--- src/hw/rtl/dttk_pkg.sv ---
// ----------------------------------------------------------------------------
// dttk_pkg
// shared constants, register codes and queue entry layout of the
// detection threshold and top-k filter
// ----------------------------------------------------------------------------
package dttk_pkg;

    localparam int DEF_MAX_DETS    = 64;
    localparam int DEF_CONF_BITS   = 16;
    localparam int DEF_NUM_CLASSES = 64;

    localparam int CONF_IN_BITS    = 16;
    localparam int CLASS_BITS      = 6;
    localparam int DET_INDEX_BITS  = 6;
    localparam int MAX_KEEP_BITS   = 7;
    localparam int CLASS_MASK_BITS = 64;
    localparam int CFG_INDEX_BITS  = 2;
    localparam int CFG_DATA_BITS   = 64;
    localparam int WIDE_BITS       = 32;

    localparam int QUEUE_DEPTH     = 4;

    // queue entry layout: {conf, pass, nonempty, last}
    localparam int ENTRY_LAST      = 0;
    localparam int ENTRY_NONEMPTY  = 1;
    localparam int ENTRY_PASS      = 2;
    localparam int ENTRY_CONF      = 3;

    typedef enum logic [CFG_INDEX_BITS-1:0] {
        REG_THRESHOLD  = 2'd0,
        REG_MAX_KEEP   = 2'd1,
        REG_CLASS_ON   = 2'd2,
        REG_CLASS_MASK = 2'd3
    } cfg_reg_t;

endpackage

--- src/hw/rtl/dttk_front.sv ---
// ----------------------------------------------------------------------------
// dttk_front
// configuration registers and per-detection classification: threshold and
// class test, packed into a queue entry
// ----------------------------------------------------------------------------
module dttk_front
    import dttk_pkg::*;
#(
    parameter int CONF_BITS   = DEF_CONF_BITS,
    parameter int NUM_CLASSES = DEF_NUM_CLASSES
)
(
    input  logic                          clk,
    input  logic                          rst_n,
    input  logic                          cfg_we,
    input  logic [CFG_INDEX_BITS-1:0]     cfg_index,
    input  logic [CFG_DATA_BITS-1:0]      cfg_data,
    input  logic                          in_valid,
    output logic                          in_stall,
    input  logic [CONF_IN_BITS-1:0]       confidence,
    input  logic [CLASS_BITS-1:0]         class_id,
    input  logic                          box_empty,
    input  logic                          frame_last,
    input  logic                          queue_full,
    output logic                          push,
    output logic [CONF_BITS+ENTRY_CONF-1:0] push_entry,
    output logic [MAX_KEEP_BITS-1:0]      max_keep
);

    logic [CONF_IN_BITS-1:0]    thr_reg, thr_next;
    logic [MAX_KEEP_BITS-1:0]   max_keep_reg, max_keep_next;
    logic                       class_on_reg, class_on_next;
    logic [CLASS_MASK_BITS-1:0] class_mask_reg, class_mask_next;

    logic [WIDE_BITS-1:0]       conf_wide;
    logic [WIDE_BITS-1:0]       thr_wide;
    logic [CONF_BITS-1:0]       conf;
    logic [CONF_BITS-1:0]       thr;
    logic                       class_ok;
    logic                       pass;

    always_comb
    begin
        thr_next        = thr_reg;
        max_keep_next   = max_keep_reg;
        class_on_next   = class_on_reg;
        class_mask_next = class_mask_reg;
        if (cfg_we)
        begin
            unique case (cfg_index)
                REG_THRESHOLD:  thr_next        = cfg_data[CONF_IN_BITS-1:0];
                REG_MAX_KEEP:   max_keep_next   = cfg_data[MAX_KEEP_BITS-1:0];
                REG_CLASS_ON:   class_on_next   = cfg_data[0];
                REG_CLASS_MASK: class_mask_next = cfg_data[CLASS_MASK_BITS-1:0];
                default:        thr_next        = thr_reg;
            endcase
        end
    end

    always_ff @(posedge clk or negedge rst_n)
    begin
        if (!rst_n)
        begin
            thr_reg        <= '0;
            max_keep_reg   <= '0;
            class_on_reg   <= 1'b0;
            class_mask_reg <= '0;
        end
        else
        begin
            thr_reg        <= thr_next;
            max_keep_reg   <= max_keep_next;
            class_on_reg   <= class_on_next;
            class_mask_reg <= class_mask_next;
        end
    end

    always_comb
    begin
        conf_wide = WIDE_BITS'(confidence);
        thr_wide  = WIDE_BITS'(thr_reg);
        conf      = conf_wide[CONF_BITS-1:0];
        thr       = thr_wide[CONF_BITS-1:0];
        class_ok  = !class_on_reg || (class_mask_reg == '0) ||
                    (((CLASS_BITS+1)'(class_id) < (CLASS_BITS+1)'(NUM_CLASSES)) &&
                     class_mask_reg[class_id]);
        pass      = (conf >= thr) && class_ok;
    end

    assign in_stall   = queue_full;
    assign push       = in_valid && !queue_full;
    assign push_entry = {conf, pass, !box_empty, frame_last};
    assign max_keep   = max_keep_reg;

endmodule

--- src/hw/rtl/dttk_queue.sv ---
// ----------------------------------------------------------------------------
// dttk_queue
// short fifo of classified detections between front and back
// ----------------------------------------------------------------------------
module dttk_queue
    import dttk_pkg::*;
#(
    parameter int WIDTH = DEF_CONF_BITS + ENTRY_CONF
)
(
    input  logic             clk,
    input  logic             rst_n,
    input  logic             push,
    input  logic [WIDTH-1:0] push_data,
    output logic             full,
    input  logic             pop,
    output logic [WIDTH-1:0] pop_data,
    output logic             empty
);

    localparam int PTR_W = $clog2(QUEUE_DEPTH);
    localparam int CNT_W = $clog2(QUEUE_DEPTH + 1);

    logic [WIDTH-1:0] slot_reg [QUEUE_DEPTH];
    logic [PTR_W-1:0] wr_ptr_reg, wr_ptr_next;
    logic [PTR_W-1:0] rd_ptr_reg, rd_ptr_next;
    logic [CNT_W-1:0] count_reg, count_next;

    always_comb
    begin
        wr_ptr_next = wr_ptr_reg;
        rd_ptr_next = rd_ptr_reg;
        count_next  = count_reg;
        if (push)
        begin
            wr_ptr_next = wr_ptr_reg + PTR_W'(1);
        end
        if (pop)
        begin
            rd_ptr_next = rd_ptr_reg + PTR_W'(1);
        end
        if (push && !pop)
        begin
            count_next = count_reg + CNT_W'(1);
        end
        else if (pop && !push)
        begin
            count_next = count_reg - CNT_W'(1);
        end
    end

    always_ff @(posedge clk or negedge rst_n)
    begin
        if (!rst_n)
        begin
            wr_ptr_reg <= '0;
            rd_ptr_reg <= '0;
            count_reg  <= '0;
        end
        else
        begin
            wr_ptr_reg <= wr_ptr_next;
            rd_ptr_reg <= rd_ptr_next;
            count_reg  <= count_next;
        end
    end

    always_ff @(posedge clk)
    begin
        if (push)
        begin
            slot_reg[wr_ptr_reg] <= push_data;
        end
    end

    assign pop_data = slot_reg[rd_ptr_reg];
    assign full     = (count_reg == CNT_W'(QUEUE_DEPTH));
    assign empty    = (count_reg == '0);

endmodule

--- src/hw/rtl/dttk_back.sv ---
// ----------------------------------------------------------------------------
// dttk_back
// detection store, top-k cut search and in-order keep emission
// ----------------------------------------------------------------------------
module dttk_back
    import dttk_pkg::*;
#(
    parameter int MAX_DETS  = DEF_MAX_DETS,
    parameter int CONF_BITS = DEF_CONF_BITS
)
(
    input  logic                          clk,
    input  logic                          rst_n,
    input  logic [MAX_KEEP_BITS-1:0]      max_keep,
    input  logic                          q_empty,
    input  logic [CONF_BITS+ENTRY_CONF-1:0] q_data,
    output logic                          pop,
    output logic                          out_valid,
    input  logic                          out_stall,
    output logic [DET_INDEX_BITS-1:0]     det_index,
    output logic                          keep,
    output logic                          overflow,
    output logic                          result_last
);

    localparam int IDX_W = (MAX_DETS > 1) ? $clog2(MAX_DETS) : 1;
    localparam int CNT_W = $clog2(MAX_DETS + 1);
    localparam int CMP_W = (CNT_W > MAX_KEEP_BITS) ? CNT_W : MAX_KEEP_BITS;
    localparam int BIT_W = $clog2(CONF_BITS);
    localparam int MEM_W = CONF_BITS + 2;

    typedef enum logic [3:0] {
        S_COLLECT = 4'b0001,
        S_SEARCH  = 4'b0010,
        S_TIE     = 4'b0100,
        S_EMIT    = 4'b1000
    } back_state_t;

    back_state_t          state_reg, state_next;
    logic [CNT_W-1:0]     det_count_reg, det_count_next;
    logic [CNT_W-1:0]     comp_count_reg, comp_count_next;
    logic                 overflow_seen_reg, overflow_seen_next;
    logic                 limit_reg, limit_next;
    logic [CONF_BITS-1:0] cut_reg, cut_next;
    logic [BIT_W-1:0]     bit_reg, bit_next;
    logic [CNT_W-1:0]     hit_count_reg, hit_count_next;
    logic [CMP_W-1:0]     quota_reg, quota_next;
    logic [IDX_W-1:0]     issue_ptr_reg, issue_ptr_next;
    logic                 issue_done_reg, issue_done_next;
    logic                 rd_vld_reg, rd_vld_next;
    logic                 rd_last_reg, rd_last_next;
    logic [IDX_W-1:0]     rd_idx_reg, rd_idx_next;
    logic [MEM_W-1:0]     rd_data_reg;
    logic                 out_valid_reg, out_valid_next;
    logic [IDX_W-1:0]     out_idx_reg, out_idx_next;
    logic                 out_keep_reg, out_keep_next;
    logic                 out_ovf_reg, out_ovf_next;
    logic                 out_last_reg, out_last_next;

    logic [MEM_W-1:0]     store_mem [MAX_DETS];

    logic                 q_last;
    logic                 q_comp;
    logic                 room;
    logic [CNT_W-1:0]     comp_new;
    logic                 wr_en;
    logic                 rd_en;
    logic                 d_ne;
    logic                 d_pass;
    logic                 d_comp;
    logic [CONF_BITS-1:0] d_conf;
    logic [CONF_BITS-1:0] cand;
    logic                 hit;
    logic [CNT_W-1:0]     hit_sum;
    logic [CMP_W-1:0]     k;
    logic                 out_free;
    logic                 ptr_last;
    logic                 take_tie;
    logic                 keep_v;
    logic [IDX_W+DET_INDEX_BITS-1:0] idx_wide;

    always_comb
    begin
        q_last   = q_data[ENTRY_LAST];
        q_comp   = q_data[ENTRY_PASS] && q_data[ENTRY_NONEMPTY];
        room     = det_count_reg < CNT_W'(MAX_DETS);
        pop      = (state_reg == S_COLLECT) && !q_empty;
        wr_en    = pop && room;
        comp_new = comp_count_reg + CNT_W'(q_comp && room);

        d_ne     = rd_data_reg[0];
        d_pass   = rd_data_reg[1];
        d_conf   = rd_data_reg[2 +: CONF_BITS];
        d_comp   = d_pass && d_ne;
        cand     = cut_reg | (CONF_BITS'(1) << bit_reg);
        hit      = (state_reg == S_SEARCH) ? (d_comp && (d_conf >= cand))
                                           : (d_comp && (d_conf > cut_reg));
        hit_sum  = hit_count_reg + CNT_W'(hit);
        k        = CMP_W'(max_keep);
        out_free = !out_valid_reg || !out_stall;
        ptr_last = CNT_W'(issue_ptr_reg) == (det_count_reg - CNT_W'(1));

        take_tie = limit_reg && d_comp && (d_conf == cut_reg) && (quota_reg != '0);
        keep_v   = d_pass && !(limit_reg && d_ne && !((d_conf > cut_reg) || take_tie));

        rd_en = (((state_reg == S_SEARCH) || (state_reg == S_TIE)) && !issue_done_reg) ||
                ((state_reg == S_EMIT) && !issue_done_reg && !rd_vld_reg && out_free);
    end

    always_comb
    begin
        state_next         = state_reg;
        det_count_next     = det_count_reg;
        comp_count_next    = comp_count_reg;
        overflow_seen_next = overflow_seen_reg;
        limit_next         = limit_reg;
        cut_next           = cut_reg;
        bit_next           = bit_reg;
        hit_count_next     = hit_count_reg;
        quota_next         = quota_reg;
        issue_ptr_next     = issue_ptr_reg;
        issue_done_next    = issue_done_reg;
        rd_vld_next        = rd_en;
        rd_last_next       = rd_last_reg;
        rd_idx_next        = rd_idx_reg;
        out_valid_next     = out_valid_reg && out_stall;
        out_idx_next       = out_idx_reg;
        out_keep_next      = out_keep_reg;
        out_ovf_next       = out_ovf_reg;
        out_last_next      = out_last_reg;

        if (rd_en)
        begin
            issue_ptr_next  = issue_ptr_reg + IDX_W'(1);
            issue_done_next = ptr_last;
            rd_last_next    = ptr_last;
            rd_idx_next     = issue_ptr_reg;
        end

        unique case (state_reg)
            S_COLLECT:
            begin
                if (pop)
                begin
                    if (room)
                    begin
                        det_count_next  = det_count_reg + CNT_W'(1);
                        comp_count_next = comp_new;
                    end
                    else
                    begin
                        overflow_seen_next = 1'b1;
                    end
                    if (q_last)
                    begin
                        limit_next      = (k != '0) && (CMP_W'(comp_new) > k);
                        cut_next        = '0;
                        bit_next        = BIT_W'(CONF_BITS - 1);
                        hit_count_next  = '0;
                        issue_ptr_next  = '0;
                        issue_done_next = 1'b0;
                        state_next      = ((k != '0) && (CMP_W'(comp_new) > k)) ?
                                          S_SEARCH : S_EMIT;
                    end
                end
            end
            S_SEARCH:
            begin
                if (rd_vld_reg)
                begin
                    hit_count_next = hit_sum;
                    if (rd_last_reg)
                    begin
                        if (CMP_W'(hit_sum) >= k)
                        begin
                            cut_next = cand;
                        end
                        hit_count_next  = '0;
                        issue_ptr_next  = '0;
                        issue_done_next = 1'b0;
                        if (bit_reg == '0)
                        begin
                            state_next = S_TIE;
                        end
                        else
                        begin
                            bit_next = bit_reg - BIT_W'(1);
                        end
                    end
                end
            end
            S_TIE:
            begin
                if (rd_vld_reg)
                begin
                    hit_count_next = hit_sum;
                    if (rd_last_reg)
                    begin
                        quota_next      = k - CMP_W'(hit_sum);
                        hit_count_next  = '0;
                        issue_ptr_next  = '0;
                        issue_done_next = 1'b0;
                        state_next      = S_EMIT;
                    end
                end
            end
            S_EMIT:
            begin
                if (rd_vld_reg)
                begin
                    out_valid_next = 1'b1;
                    out_idx_next   = rd_idx_reg;
                    out_keep_next  = keep_v;
                    out_ovf_next   = overflow_seen_reg;
                    out_last_next  = rd_last_reg;
                    if (take_tie)
                    begin
                        quota_next = quota_reg - CMP_W'(1);
                    end
                    if (rd_last_reg)
                    begin
                        det_count_next     = '0;
                        comp_count_next    = '0;
                        overflow_seen_next = 1'b0;
                        issue_ptr_next     = '0;
                        issue_done_next    = 1'b0;
                        state_next         = S_COLLECT;
                    end
                end
            end
            default:
            begin
                state_next = S_COLLECT;
            end
        endcase
    end

    always_ff @(posedge clk or negedge rst_n)
    begin
        if (!rst_n)
        begin
            state_reg         <= S_COLLECT;
            det_count_reg     <= '0;
            comp_count_reg    <= '0;
            overflow_seen_reg <= 1'b0;
            limit_reg         <= 1'b0;
            cut_reg           <= '0;
            bit_reg           <= '0;
            hit_count_reg     <= '0;
            quota_reg         <= '0;
            issue_ptr_reg     <= '0;
            issue_done_reg    <= 1'b0;
            rd_vld_reg        <= 1'b0;
            rd_last_reg       <= 1'b0;
            out_valid_reg     <= 1'b0;
        end
        else
        begin
            state_reg         <= state_next;
            det_count_reg     <= det_count_next;
            comp_count_reg    <= comp_count_next;
            overflow_seen_reg <= overflow_seen_next;
            limit_reg         <= limit_next;
            cut_reg           <= cut_next;
            bit_reg           <= bit_next;
            hit_count_reg     <= hit_count_next;
            quota_reg         <= quota_next;
            issue_ptr_reg     <= issue_ptr_next;
            issue_done_reg    <= issue_done_next;
            rd_vld_reg        <= rd_vld_next;
            rd_last_reg       <= rd_last_next;
            out_valid_reg     <= out_valid_next;
        end
    end

    always_ff @(posedge clk)
    begin
        rd_idx_reg   <= rd_idx_next;
        out_idx_reg  <= out_idx_next;
        out_keep_reg <= out_keep_next;
        out_ovf_reg  <= out_ovf_next;
        out_last_reg <= out_last_next;
    end

    // detection store, one write and one registered read port
    always_ff @(posedge clk)
    begin
        if (wr_en)
        begin
            store_mem[det_count_reg[IDX_W-1:0]] <= q_data[CONF_BITS+ENTRY_CONF-1:1];
        end
        if (rd_en)
        begin
            rd_data_reg <= store_mem[issue_ptr_reg];
        end
    end

    assign idx_wide    = {{DET_INDEX_BITS{1'b0}}, out_idx_reg};
    assign out_valid   = out_valid_reg;
    assign det_index   = idx_wide[DET_INDEX_BITS-1:0];
    assign keep        = out_keep_reg;
    assign overflow    = out_ovf_reg;
    assign result_last = out_last_reg;

    a_count_in_range: assert property (@(posedge clk) disable iff (!rst_n)
        det_count_reg <= CNT_W'(MAX_DETS))
        else $error("detection count beyond capacity");

    a_load_into_free_slot: assert property (@(posedge clk) disable iff (!rst_n)
        ((state_reg == S_EMIT) && rd_vld_reg) |-> !out_valid_reg)
        else $error("result loaded over a pending transaction");

    a_frame_close: assert property (@(posedge clk) disable iff (!rst_n)
        ((state_reg == S_EMIT) && rd_vld_reg && rd_last_reg) |=>
        ((state_reg == S_COLLECT) && (det_count_reg == '0) && !overflow_seen_reg))
        else $error("frame state not cleared after last result");

    a_quota_bound: assert property (@(posedge clk) disable iff (!rst_n)
        ((state_reg == S_EMIT) && limit_reg) |-> (quota_reg <= k))
        else $error("tie quota above limit");

endmodule

--- src/hw/rtl/detection_threshold_topk_filter.sv ---
// ----------------------------------------------------------------------------
// detection_threshold_topk_filter
// per-frame confidence threshold and top-k detection filter
// ----------------------------------------------------------------------------
// Detections are accepted one per cycle, while the queue is not full, into a
// four-entry queue and moved into the detection store at one per cycle while
// the back end collects. On the last detection of a frame of n stored
// detections the block emits n results through the single read port of the
// detection store, issuing the next read only when the previous result has
// been loaded and the output register is free. When a nonzero max_keep is
// exceeded by the passing non-empty detections, the cut is found first by
// CONF_BITS+1 scans of the store. Detections of the next frame are queued
// while results drain.
module detection_threshold_topk_filter
    import dttk_pkg::*;
#(
    parameter int MAX_DETS    = DEF_MAX_DETS,
    parameter int CONF_BITS   = DEF_CONF_BITS,
    parameter int NUM_CLASSES = DEF_NUM_CLASSES
)
(
    input  logic                      clk,
    input  logic                      rst_n,
    input  logic                      cfg_we,
    input  logic [CFG_INDEX_BITS-1:0] cfg_index,
    input  logic [CFG_DATA_BITS-1:0]  cfg_data,
    input  logic                      in_valid,
    output logic                      in_stall,
    input  logic [CONF_IN_BITS-1:0]   confidence,
    input  logic [CLASS_BITS-1:0]     class_id,
    input  logic                      box_empty,
    input  logic                      frame_last,
    output logic                      out_valid,
    input  logic                      out_stall,
    output logic [DET_INDEX_BITS-1:0] det_index,
    output logic                      keep,
    output logic                      overflow,
    output logic                      result_last
);

    localparam int ENTRY_W = CONF_BITS + ENTRY_CONF;

    logic                     push;
    logic [ENTRY_W-1:0]       push_entry;
    logic                     queue_full;
    logic                     queue_empty;
    logic                     pop;
    logic [ENTRY_W-1:0]       pop_entry;
    logic [MAX_KEEP_BITS-1:0] max_keep;

    dttk_front #(
        .CONF_BITS   (CONF_BITS),
        .NUM_CLASSES (NUM_CLASSES)
    ) u_front (
        .clk        (clk),
        .rst_n      (rst_n),
        .cfg_we     (cfg_we),
        .cfg_index  (cfg_index),
        .cfg_data   (cfg_data),
        .in_valid   (in_valid),
        .in_stall   (in_stall),
        .confidence (confidence),
        .class_id   (class_id),
        .box_empty  (box_empty),
        .frame_last (frame_last),
        .queue_full (queue_full),
        .push       (push),
        .push_entry (push_entry),
        .max_keep   (max_keep)
    );

    dttk_queue #(
        .WIDTH (ENTRY_W)
    ) u_queue (
        .clk       (clk),
        .rst_n     (rst_n),
        .push      (push),
        .push_data (push_entry),
        .full      (queue_full),
        .pop       (pop),
        .pop_data  (pop_entry),
        .empty     (queue_empty)
    );

    dttk_back #(
        .MAX_DETS  (MAX_DETS),
        .CONF_BITS (CONF_BITS)
    ) u_back (
        .clk         (clk),
        .rst_n       (rst_n),
        .max_keep    (max_keep),
        .q_empty     (queue_empty),
        .q_data      (pop_entry),
        .pop         (pop),
        .out_valid   (out_valid),
        .out_stall   (out_stall),
        .det_index   (det_index),
        .keep        (keep),
        .overflow    (overflow),
        .result_last (result_last)
    );

endmodule
--- config.mk ---
export PLATFORM = sky130hd
export DESIGN_NAME = detection_threshold_topk_filter
export DESIGN_NICKNAME = d
export VERILOG_FILES = /design/src/hw/rtl/dttk_pkg.sv /design/src/hw/rtl/dttk_front.sv /design/src/hw/rtl/dttk_queue.sv /design/src/hw/rtl/dttk_back.sv /design/src/hw/rtl/detection_threshold_topk_filter.sv
export SDC_FILE = /design/constraint.sdc
export NUM_CORES = 1
export LEC_CHECK = 0
export BUFFER_PORTS_ARGS = -buffer_cell sky130_fd_sc_hd__buf_2
export CAP_MARGIN = 25
export CORE_MARGIN = 2
export CORE_UTILIZATION = 45
export DETAILED_ROUTE_END_ITERATION = 10
export GPL_TIMING_DRIVEN = 1
export PLACE_DENSITY = 0.72
export SYNTH_ARGS = -nofsm -noshare
export SYNTH_HDL_FRONTEND = slang
export SYNTH_SLANG_ARGS = --single-unit
--- constraint.sdc ---
create_clock -name clk -period 13.35 [get_ports clk]
set_clock_uncertainty 0.05 [all_clocks]
set_input_delay 1.335 -clock clk [delete_from_list [all_inputs] [get_ports clk]]
set_output_delay 1.335 -clock clk [all_outputs]
set_load 0.01 [all_outputs]
### Word level (Yosys, flattened, before mapping)

Memory sizes are Yosys's and may differ from the RTL's. A register that Yosys moved wholly into a read port is not among the register bits.
Cells that the tools add are included.

| word-level totals | value |
|---|---|
| memories | 2 |
| input bits | 95 |
| register bits after elaboration | 174 |
| memory bits (writable) | 1228 |

| cells by class | value |
|---|---|
| order comparisons | 7 |
| add/sub/neg operators | 12 |
| reduce and logical (&&, ||, !) cells | 67 |
| muxes and demuxes | 69 |
| bitwise operators | 1 |
| equality and inequality tests | 25 |
| shifts and indexed selects | 1 |

Memories:

| name | depth | width | read ports | clocked after memory_dff | write ports | RTL line | RTL |
|---|---|---|---|---|---|---|---|
| u_back.store_mem | 64 | 18 | 1 | 1 | 1 | dttk_back.sv:60 | `logic [MEM_W-1:0] store_mem [MAX_DETS];` |
| u_queue.slot_reg | 4 | 19 | 1 | 0 | 1 | dttk_queue.sv:24 | `logic [WIDTH-1:0] slot_reg [QUEUE_DEPTH];` |

Operators by type and width:

| cell | count |
|---|---|
| $mux W7 | 14 |
| $mux W16 | 5 |
| $logic_not A64 Y1 | 1 |
| $mux W4 | 15 |
| $pmux W7 S2 | 4 |
| $ge A16 B16 Y1 | 2 |
| $pmux W16 S2 | 1 |
| $mux W6 | 5 |
| $logic_and A1 B1 Y1 | 23 |
| $ne A2 B1 Y1 const B | 9 |
| $mux W1 | 17 |
| $eq A16 B16 Y1 | 1 |
| $gt A16 B16 Y1 | 1 |
| $or A16 B16 Y16 | 1 |
| $pmux W4 S4 | 1 |
| $shl A1 B4 Y16 const A | 1 |
| $reduce_and A5 Y1 | 3 |
| $add A7 B1 Y7 | 2 |
| $reduce_bool A7 Y1 | 2 |
| $sub A7 B1 Y7 const B | 2 |
| $logic_not A1 Y1 | 12 |
| $ne A2 B2 Y1 const B | 6 |
| $pmux W6 S2 | 1 |
| $reduce_and A6 Y1 | 2 |
| 34 further kinds | 51 |

### Longest topological paths before layout

| depth | value |
|---|---|
| word-level depth | 11 |
| mapped depth | 22 |
| depth with buffers taken out | 21 |

### Hierarchy

From an unflattened synthesis, not the netlist that was laid out.

| unflattened totals | value |
|---|---|
| cells, all modules | 2990 |
| area total of the unflattened synthesis | 57629.0 sq um |

By module, submodules not included:

| module | instances | sequential area each (sq um) | area an instance (sq um) | cells each |
|---|---|---|---|---|
| dttk_back | 1 | 37186.9 | 50003.0 | 2508 |
| dttk_front | 1 | 2202.1 | 4489.3 | 349 |
| dttk_queue | 1 | 2457.4 | 3136.8 | 133 |

### Worst setup path after synthesis

Ideal clock, no wire load.

| timing | value |
|---|---|
| kind | register to register |
| start point | reg u_back.bit_reg[0] |
| end point | reg u_back.cut_reg[10] |
| library setup time | 125 ps |
| path slack | 8684 ps |
| cell stages (with the launch flop) | 23 |
| arrival time | 4491 ps |
| cell sequence | dfrtp_1 -> inv_1 -> ha_1 -> nand2_1 -> nand2_1 -> ha_1 -> nand2b_1 -> a211oi_1 -> o21ai_0 -> a221o_1 -> a21oi_1 -> a211oi_1 -> ha_1 -> ha_1 -> inv_1 -> ha_1 -> nor2b_1 -> o21ai_0 -> a21boi_0 -> o41a_1 -> a31oi_4 -> buf_8 -> mux2_4 |

| on the way | value |
|---|---|
| longest elaborated chain between the ends | 9 |

RTL lines:

| item | RTL line | RTL |
|---|---|---|
| start: declaration | dttk_back.sv:45 | `logic [BIT_W-1:0] bit_reg, bit_next;` |
| start signal: assignment | dttk_back.sv:265 | `bit_reg <= bit_next;` |
| $shl A1 B4 Y16 (*) | dttk_back.sv:95 | `cand = cut_reg \| (CONF_BITS'(1) << bit_reg);` |
| $or A16 B16 Y16 (*) | dttk_back.sv:95 |  |
| $ge A16 B16 Y1 | dttk_back.sv:96 | `hit = (state_reg == S_SEARCH) ? (d_comp && (d_conf >= cand))` |
| $logic_and A1 B1 Y1 | dttk_back.sv:96 |  |
| $mux W1 | dttk_back.sv:96 |  |
| $add A7 B1 Y7 | dttk_back.sv:98 | `hit_sum = hit_count_reg + CNT_W'(hit);` |
| $ge A7 B7 Y1 | dttk_back.sv:174 | `if (CMP_W'(hit_sum) >= k)` |
| $ne A2 B2 Y1 (no source line) | n/a |  |
| $reduce_and A6 Y1 (no source line) | n/a |  |
| end signal: assignment | dttk_back.sv:264 | `cut_reg <= cut_next;` |
| end: declaration | dttk_back.sv:44 | `logic [CONF_BITS-1:0] cut_reg, cut_next;` |

Mark *: on every way between the ends. The rest lies on a longest branch, timed or not. The select of a mux whose other input is x is not followed.
A chain may end at the register's enable or synchronous reset.

### Worst setup path in the final report

| timing | value |
|---|---|
| start point | reg u_back.bit_reg[0] |
| end point | reg u_back.cut_reg[3] |

The elaborated chain is that of the path after synthesis.

==> flow_summary_export.csv <==
group,metric,value,unit
status,status,"complete, no violations",
sta,finalSetupTns,0,ns
synth,synth_common_cells,"1261 x edfxtp_1, 339 x mux4_2, 158 x dfrtp_1",
synth,synth-edff-count,1261,
placement,dp_hpwl,78300,um
worst_setup_path,critPathCaptureType,"flop",
global_route,grt_pass1_vias,30100,
clock_network,postCtsHoldBufs,0,
clock_network,postCtsSetupBuffers,0,
power_and_ir_drop,irDropWorstVdd,0.138,mV
worst_setup_path,crit_required,13.92,ns
worst_setup_path,crit_fanout,15,
sta,hold_violations,0,
floorplan,die_h,361,um
placement,portBuffers,105,
worst_setup_path,critPathKind,"flop to flop",
synth,syn-instance-count,2966,
floorplan,rows,131,
synth,synth_top_cells_by_area,"edfxtp_1 66%, mux4_2 13%, dfrtp_1 6.9%",
route,vias_per_cell,6.00,
clock_network,cts_sinks,1420,
finish,final_nets,3352,
flow_run,maxCapViolCount,0,
finish,largest_reg_flops,1152,
synth,synth_nets,3144,
finish,area_delta_synth_final,13.2,%
global_route,grt_usage,0.205,
synth,synth_area,57500,um^2
sta,final-setup-viol-count,0,
global_route,grt-ovfl-total,0,
synth,ys_ff_latch,1420,
clock_network,cts_buffer_depth,3,
finish,diodes,0,
synth,ys_warn_count,0,
route,drtAntennaViolNets,0,
placement,gp_congestion,0.885,
synth,synth.distinct_cells,72,
sta,tightest_slew,1.08,ns
clock_network,clkSlewWorstSetupHoldPaths,0.06,ns
global_route,grt_start_max_net_pins,126,
clock_network,tritoncts,"built",
synth,ys_seq_area_frac,0.728,
clock_network,clkLatencyLatePin,0.76,ns
finish,drive_gt1_frac,0.282,
route,drtPass1Iterations,5,
floorplan,die_w,361,um
floorplan,io_pins,106,
sta,max_freq,0.178,GHz
sta,slew_headroom,0.280,
power_and_ir_drop,p_per_area,198,nW/um^2
synth,synth_area_leader_cell,"edfxtp_1",
synth,syn_avg_cell_area,19.4,um^2
sta,min_period,5.62,ns
clock_network,cts_resized,0,
min_path,hp-class,"flop to flop",
route,dr.first_iter.drc_count,3436,
route,vias,29600,
global_route,grt_pass1_wl,198000,um
global_route,antenna_found_initial,3,
finish,fin_area,65100,um^2
clock_network,numCtsBuffers,138,
worst_setup_path,crit_arrival,6.18,ns
clock_network,root_buffer,"clkbuf_16",
floorplan,core,127000,um^2
synth,yosysMostFrequentCell,"edfxtp_1",
worst_setup_path,cp-start-kind,"flop",
floorplan,start_util,0.452,
synth,synth.top_cell.area_share,0.659,
route,drc,0,
power_and_ir_drop,power_leakage,21.1,nW
synth,async_flop_share,0.112,
sta,fin_crit_sh,0.421,
floorplan,die_area,131000,um^2
clock_network,h-tree-depth,4,
route,postRouteWirelength,133000,um
route,wl_per_cell,26.9,um
synth,synthFlopType,"edfxtp_1",
placement,placed_area,60600,um^2
sta,rsz0062_at_grt,"false",
sta,maxSlewViolCount,0,
worst max-delay path, stage by stage, from the launching register on:
cell	delay, ns
dfrtp_1	0.43
inv_1	0.13
ha_1	0.32
nand2_1	0.18
nand2_1	0.11
ha_1	0.21
nand2b_1	0.15
a211oi_1	0.25
o21ai_0	0.14
a221o_1	0.33
a21oi_1	0.14
a211oi_1	0.13
ha_1	0.24
ha_1	0.25
nand3_1	0.12
xor2_1	0.09
ha_1	0.45
and4_1	0.23
a41oi_1	0.22
a21o_1	0.29
a31oi_4	0.65
mux2_2	0.42
per-layer routing:
| layer | part of all wire | global-route usage | vias to the layer above | routed length [um] |
|---|---|---|---|---|
| met5 | 0 | 0 | - | 0 |
| met3 | 0.081 | 0.0350 | 210 | 10700 |
| met1 | 0.40 | 0.283 | 15500 | 53500 |
| li1 | - | - | 12500 | - |
| met2 | 0.49 | 0.331 | 1415 | 64600 |
| met4 | 0.032 | 0.0738 | 0 | 4300 |
per-stage QoR:
step / hold slack [ns] / util / setup slack [ns] / instances / total power [mW]
floorplan: 0.350 / - / 8.68 / 2966 / 7.99
global placement: 0.353 / 0.475 / 7.88 / 4685 / 9.05
detailed placement: 0.355 / 0.476 / 7.81 / 4691 / 9.15
CTS: 0.369 / 0.511 / 7.77 / 4940 / 12.9
global route: 0.382 / 0.512 / 7.34 / 4945 / 13.4
finish: 0.368 / 0.512 / 7.73 / 4945 / 12.9
layout by cell type, fill, tap and decap left out, drive strengths merged, types with 18 or more instances in the layout:
cell type / instances
dfrtp: 158
edfxtp: 1261
nand2b: 31
o22ai: 29
o21ai: 73
a21oi: 55
nor4: 23
clkinv: 45
mux4: 339
mux2: 94
o221ai: 18
ha: 81
buf: 215
mux2i: 64
nand2: 75
inv: 80
nand3: 71
nor2: 132
clkbuf: 182
power by group:
part | internal [mW] | total (mW) | switching, mW
clock network | 2.18 | 3.82 | 1.64
logic | 1.05 | 3.02 | 1.97
registers | 5.86 | 6.04 | 0.176
final timing paths:
kind / slack, ns / cells past startpoint / startpoint / endpoint
setup / recovery: 7.73 / 21 / u_back.bit_reg[0]$_DFFE_PN0P_ / u_back.cut_reg[3]$_DFFE_PN0P_
min in group asynchronous: 0.56 / 1 / rst_n / u_front.class_mask_reg[1]$_DFFE_PN0P_
hold reg to reg: 0.37 / 0 / u_back.rd_idx_reg[3]$_DFFE_PN_ / u_back.det_index[3]$_DFFE_PP_
hold / removal: 0.37 / 0 / u_back.rd_idx_reg[3]$_DFFE_PN_ / u_back.det_index[3]$_DFFE_PP_
setup reg to reg: 7.73 / 21 / u_back.bit_reg[0]$_DFFE_PN0P_ / u_back.cut_reg[3]$_DFFE_PN0P_
max in group asynchronous: 10.92 / 3 / rst_n / u_back.issue_ptr_reg[2]$_DFF_PN0_
logic make-up (layout without fill, tap and decap cells):
group	Yosys count	after routing	share of synthesized area
AOI/OAI and AO/OA	277	277	0.0319
xor gates and xnor gates	34	34	0.00518
adders and majority gates	83	83	0.0183
buffers and inverters	221	538	0.0159
DFF	1420	1420	0.728
muxes	497	497	0.163
and+or+nand+nor	434	434	0.0378
final cells by class:
class                   count  area, um^2
fillers                  9930       62100
flip-flops and latches   1420       41900
multi-input cells        1325       14900
clock buffers             181        3770
well taps                1662        2080
repair buffers            216        1490
clock inverters            68         684
inverters                  73         277
Power figures use the tool's default switching activity.
